==> src/sv/fjpid_pkg.sv <==
package fjpid_pkg;

	localparam int CFG_IDX_W = 4;
	localparam int CFG_DATA_W = 64;

	localparam logic [CFG_IDX_W-1:0] REG_KP_01 = 4'd0;
	localparam logic [CFG_IDX_W-1:0] REG_KP_23 = 4'd1;
	localparam logic [CFG_IDX_W-1:0] REG_KV_01 = 4'd2;
	localparam logic [CFG_IDX_W-1:0] REG_KV_23 = 4'd3;
	localparam logic [CFG_IDX_W-1:0] REG_KI_01 = 4'd4;
	localparam logic [CFG_IDX_W-1:0] REG_KI_23 = 4'd5;
	localparam logic [CFG_IDX_W-1:0] REG_PERIOD = 4'd6;
	localparam logic [CFG_IDX_W-1:0] REG_RATE = 4'd7;

	typedef enum logic [1:0] {
		KIND_TOTAL,
		KIND_PROP,
		KIND_DERIV,
		KIND_INT
	} kind_t;

	typedef enum logic [2:0] {
		MUL_NONE,
		MUL_INC,
		MUL_VEL,
		MUL_P,
		MUL_D_LO,
		MUL_D_HI,
		MUL_I_LO,
		MUL_I_HI
	} mul_sel_t;

	typedef enum logic [1:0] {
		ACC_NONE,
		ACC_LOAD,
		ACC_ADD_HI
	} acc_op_t;

	typedef enum logic [2:0] {
		RND_NONE,
		RND_INC,
		RND_P,
		RND_D,
		RND_I
	} rnd_op_t;

	typedef struct packed {
		logic     capture;
		logic     load;
		logic     mag;
		mul_sel_t mul;
		acc_op_t  acc;
		rnd_op_t  rnd;
		logic     vel_load;
		logic     int_upd;
		logic     int_abs;
		logic     commit;
		kind_t    kind;
	} fjpid_cmd_t;

endpackage

==> src/sv/fjpid_ctrl.sv <==
module fjpid_ctrl #(
	parameter int NUM_JOINTS = 4,
	localparam int JW = (NUM_JOINTS > 1) ? $clog2(NUM_JOINTS) : 1
) (
	input  logic                   clk,
	input  logic                   arst_n,
	input  logic                   in_valid,
	input  logic                   req_type,
	input  logic                   armed,
	input  logic                   out_stall,
	output logic                   in_stall,
	output logic                   out_valid,
	output fjpid_pkg::fjpid_cmd_t  cmd,
	output logic [JW-1:0]          joint
);

	typedef enum logic [1:0] {
		S_IDLE,
		S_RUN,
		S_EMIT
	} state_t;

	localparam logic [3:0] ST_LOAD   = 4'd0;
	localparam logic [3:0] ST_MAG    = 4'd1;
	localparam logic [3:0] ST_VEL    = 4'd2;
	localparam logic [3:0] ST_RINC   = 4'd3;
	localparam logic [3:0] ST_INT    = 4'd4;
	localparam logic [3:0] ST_RP     = 4'd5;
	localparam logic [3:0] ST_DHI    = 4'd6;
	localparam logic [3:0] ST_RD     = 4'd7;
	localparam logic [3:0] ST_IHI    = 4'd8;
	localparam logic [3:0] ST_RI     = 4'd9;
	localparam logic [3:0] ST_COMMIT = 4'd10;

	localparam logic [JW-1:0] LAST_J = JW'(NUM_JOINTS - 1);

	state_t           state_q;
	logic [3:0]       step_q;
	logic [JW-1:0]    joint_q;
	fjpid_pkg::kind_t kind_q;

	always_ff @(posedge clk or negedge arst_n) begin
		if (!arst_n) begin
			state_q <= S_IDLE;
			step_q  <= ST_LOAD;
			joint_q <= '0;
			kind_q  <= fjpid_pkg::KIND_TOTAL;
		end else begin
			unique case (state_q)
				S_IDLE: begin
					if (in_valid && req_type && armed) begin
						state_q <= S_RUN;
						step_q  <= ST_LOAD;
						joint_q <= '0;
					end
				end
				S_RUN: begin
					if (step_q == ST_COMMIT) begin
						step_q <= ST_LOAD;
						if (joint_q == LAST_J) begin
							state_q <= S_EMIT;
							kind_q  <= fjpid_pkg::KIND_TOTAL;
						end else begin
							joint_q <= JW'(joint_q + 1'b1);
						end
					end else begin
						step_q <= 4'(step_q + 4'd1);
					end
				end
				S_EMIT: begin
					if (!out_stall) begin
						if (kind_q == fjpid_pkg::KIND_INT) begin
							state_q <= S_IDLE;
						end else begin
							kind_q <= fjpid_pkg::kind_t'(2'(kind_q + 2'd1));
						end
					end
				end
				default: begin
					state_q <= S_IDLE;
				end
			endcase
		end
	end

	assign in_stall  = (state_q != S_IDLE);
	assign out_valid = (state_q == S_EMIT);
	assign joint     = joint_q;

	always_comb begin
		cmd         = '0;
		cmd.capture = in_valid && (state_q == S_IDLE);
		cmd.kind    = kind_q;
		if (state_q == S_RUN) begin
			unique case (step_q)
				ST_LOAD: begin
					cmd.load = 1'b1;
				end
				ST_MAG: begin
					cmd.mag = 1'b1;
					cmd.mul = fjpid_pkg::MUL_INC;
				end
				ST_VEL: begin
					cmd.mul = fjpid_pkg::MUL_VEL;
					cmd.acc = fjpid_pkg::ACC_LOAD;
				end
				ST_RINC: begin
					cmd.rnd      = fjpid_pkg::RND_INC;
					cmd.vel_load = 1'b1;
					cmd.mul      = fjpid_pkg::MUL_P;
				end
				ST_INT: begin
					cmd.int_upd = 1'b1;
					cmd.acc     = fjpid_pkg::ACC_LOAD;
					cmd.mul     = fjpid_pkg::MUL_D_LO;
				end
				ST_RP: begin
					cmd.rnd     = fjpid_pkg::RND_P;
					cmd.mul     = fjpid_pkg::MUL_D_HI;
					cmd.acc     = fjpid_pkg::ACC_LOAD;
					cmd.int_abs = 1'b1;
				end
				ST_DHI: begin
					cmd.acc = fjpid_pkg::ACC_ADD_HI;
					cmd.mul = fjpid_pkg::MUL_I_LO;
				end
				ST_RD: begin
					cmd.rnd = fjpid_pkg::RND_D;
					cmd.mul = fjpid_pkg::MUL_I_HI;
					cmd.acc = fjpid_pkg::ACC_LOAD;
				end
				ST_IHI: begin
					cmd.acc = fjpid_pkg::ACC_ADD_HI;
				end
				ST_RI: begin
					cmd.rnd = fjpid_pkg::RND_I;
				end
				ST_COMMIT: begin
					cmd.commit = 1'b1;
				end
				default: begin
					cmd.commit = 1'b0;
				end
			endcase
		end
	end

endmodule

==> config.mk <==
export PLATFORM = sky130hd
export DESIGN_NAME = fjpid_ctrl
export DESIGN_NICKNAME = d
export VERILOG_FILES = /design/src/sv/fjpid_pkg.sv /design/src/sv/fjpid_ctrl.sv
export SDC_FILE = /design/constraint.sdc
export NUM_CORES = 1
export LEC_CHECK = 0
export ABC_AREA = 1
export ABC_CLOCK_PERIOD_IN_PS = 1500
export BUFFER_PORTS_ARGS = -buffer_cell sky130_fd_sc_hd__buf_2
export CORE_MARGIN = 5
export CORE_UTILIZATION = 47
export CTS_BUF_LIST = sky130_fd_sc_hd__clkbuf_8 sky130_fd_sc_hd__clkbuf_16
export CTS_CLUSTER_DIAMETER = 120
export DETAILED_ROUTE_END_ITERATION = 10
export GPL_ROUTABILITY_DRIVEN = 0
export MAX_ROUTING_LAYER = met4
export PLACE_DENSITY = 0.86
export SYNTH_ARGS = -nofsm -noshare
export SYNTH_HDL_FRONTEND = slang
export SYNTH_SLANG_ARGS = --single-unit
==> constraint.sdc <==
create_clock -name clk -period 1.5 [get_ports clk]
set_input_delay 0.075 -clock clk [delete_from_list [all_inputs] [get_ports clk]]
set_output_delay 0.075 -clock clk [all_outputs]
set_load 0.02 [all_outputs]
==> out/summary.txt <==
TritonCTS buffer count = 3
clock skew = 0.000651 ns
fillers = 129
Avg Inst Size Synth = 7.19 sq um
port bufs = 26
Static Leak = 0.551 nW
Worst-path clk slew = 0.04 ns
status = finished clean
CP required = 1.42 ns
total power = 2.11 mW
hpwl dp = 1350 microns
Max Used Layer = met3
critical path peak fanout = 8
routed length per instance = 12.4 microns
Multi-input gate area = 424 sq um
routed wl met3 = 128 microns
fin crit period = 1.48 ns
routed via count = 797
clk sinks = 10
global-route wire length before repair = 2970 microns
Non-Filler Cell Area, Final = 973 sq um
# IOs = 27
Worst Tran Pin Value = 0.302 ns
Final Max Slew Viols = 0
endpoints failing setup = 0
register area share after synthesis = 34.1%
normalized max-slew margin = 79.9%
Layout Nets = 145
crit share post-route = 98.7%
hold crit path type = in -> reg
crit start category = register
Met2 Routed Length = 1000 microns
share of cells above drive strength 1 = 37.8%
chip width = 49.5 microns
Clock Tree Buf Depth = 2
WP data arrival = 1.41 ns
antenna violations before repair = 0
Die ar. = 2450 sq um
grt ovf = 0
WL met1 = 739 microns
Layout area overhead = 32.8%
post-route ant nets = 0
DRC = 0
chip height = 49.5 microns
DR iter-0 viols = 25
Initial Utilization = 49.2%
Skew-Pair Late Insertion Delay = 0.23 ns
diodes inserted = 0
Post-Syn Instances = 102
Synth Register Bits = 10
RSZ-0062 raised after global routing = yes
core footprint = 1490 sq um
post-synthesis cell type count = 21
Hold Fails Final Rpt = 0
vias in the first global route = 722
Pre-Repair DR Iteration Count = 4
htree depth = 1
Root Driver = clkbuf_8
cell area after synthesis = 733 sq um
PD cells = 2170 nW/um^2
WS Path Type = reg -> out
Worst Setup End Kind = output pin
dpl cell area = 868 sq um
CTS tree = yes
routed wire length = 1870 microns
MaxCap Viol Count = 0
post-synth net total = 110
Reg area = 253 sq um
Total GRT Usage = 15.1%
largest net degree at the start of global routing = 11
Fmax = 676 MHz
num rows = 14
Via density = 5.28
Max rail drop VDD = 0.00109 V
fin util = 65.4%
YS warnings = 0
## layout make-up
class	count	share of cell area, %
sequential	10	26.0
multi-input combinational	76	43.6
clock buffer	3	4.24
inverter	14	5.40
timing repair buffer	32	18.8
tap	16	2.06
## path summary, 6_finish.rpt
kind	start	endpoint	slack, ns	depth (start not counted)
worst max-delay path	state_q[0]	cmd[9]	0.02	6
worst min-delay path	out_stall	state_q[1]	0.18	5
worst max register to register	step_q[1]	kind_q[0]	0.15	8
worst min register to register	joint[1]	joint[1]	0.50	2
max in group asynchronous	arst_n	step_q[1]	1.05	2
min in group asynchronous	arst_n	step_q[3]	0.24	2
## per-stage QoR
step	std cells	TNS [ns]	setup WS, ns	hold slack (ns)
floorplan	102	0	0.0230	-0.221
global placement	143	0	0.240	-0.0594
detailed placement	143	0	0.189	-0.0497
CTS	147	0	0.0370	0.174
global route	151	-0.167	-0.0653	0.192
finish	151	0	0.0196	0.175
## repair_timing
action                     4_1_cts  5_1_grt
hold endpoints to repair        10        0
pin swaps                        0        2
hold buffers                     1        0
gates resized for setup          2        5
gates cloned                     0        0
setup endpoints to repair        4        5
setup buffers                    0        4
## per-layer routing
layer,track usage [%],up-vias
met5,-,-
met4,3.93,0
met3,4.52,0
met2,26.4,30
met1,16.6,368
li1,-,399
## cell usage in the layout (no fill, tap or decap), types with 3 or more instances in the layout
| cell | n |
|---|---|
| inv_2 | 3 |
| nand4_1 | 5 |
| o21ai_0 | 4 |
| a21oi_1 | 3 |
| nand3_1 | 8 |
| nand2_4 | 3 |
| dfrtp_1 | 8 |
| nor2_1 | 16 |
| buf_2 | 24 |
| buf_4 | 7 |
| nor2_4 | 3 |
| nand2_1 | 21 |
| inv_1 | 11 |
| nor3_1 | 3 |
| clkbuf_8 | 3 |
## power by group
| part | internal [mW] | switching, mW |
|---|---|---|
| clock | 0.175 | 0.0916 |
| combinational | 0.464 | 0.867 |
| sequential | 0.368 | 0.145 |
| total | 1.01 | 1.10 |
## cell usage after synthesis
| cell | instances | area, sq um |
|---|---|---|
| nor2_1 | 16 | 60.1 |
| inv_2 | 3 | 11.3 |
| nand3_2 | 2 | 20.0 |
| nor3_1 | 4 | 20.0 |
| o21ai_0 | 4 | 20.0 |
| a21oi_1 | 3 | 15.0 |
| dfrtp_1 | 10 | 250 |
| o22ai_1 | 1 | 6.26 |
| nor2_2 | 1 | 6.26 |
| inv_1 | 11 | 41.3 |
| nand2_4 | 3 | 33.8 |
| nand2_1 | 21 | 78.8 |
| ha_1 | 2 | 25.0 |
| o21a_1 | 1 | 7.51 |
| buf_6 | 2 | 22.5 |
| nand3_1 | 8 | 40.0 |
| nor2_4 | 2 | 22.5 |
| nor4_1 | 1 | 6.26 |
| nand4_1 | 5 | 31.3 |
| nand2_2 | 1 | 6.26 |
| a21oi_2 | 1 | 8.76 |
## registers in the layout, indices dropped and copies added (netlist names)
name and count:
step_q 4, joint 2, kind_q 2, state_q 2
## kinds of logic (layout without fill, tap and decap cells)
kind of cell | count (synthesis) | after routing | share of synthesized area (%)
AOI/OAI and AO/OA | 10 | 10 | 7.85
adders and majority gates | 2 | 2 | 3.41
and+or+nand+nor | 64 | 64 | 44.4
DFF | 10 | 10 | 34.1
buffers and inverters | 16 | 49 | 10.2
## worst max-delay path: stages (launching register included)
cell,delay (ns)
dfrtp_1,0.36
inv_1,0.09
nor2_4,0.19
nand2_4,0.11
a21oi_2,0.15
o21a_1,0.13
buf_2,0.15
Note: power is estimated with default switching activity, not from simulation.
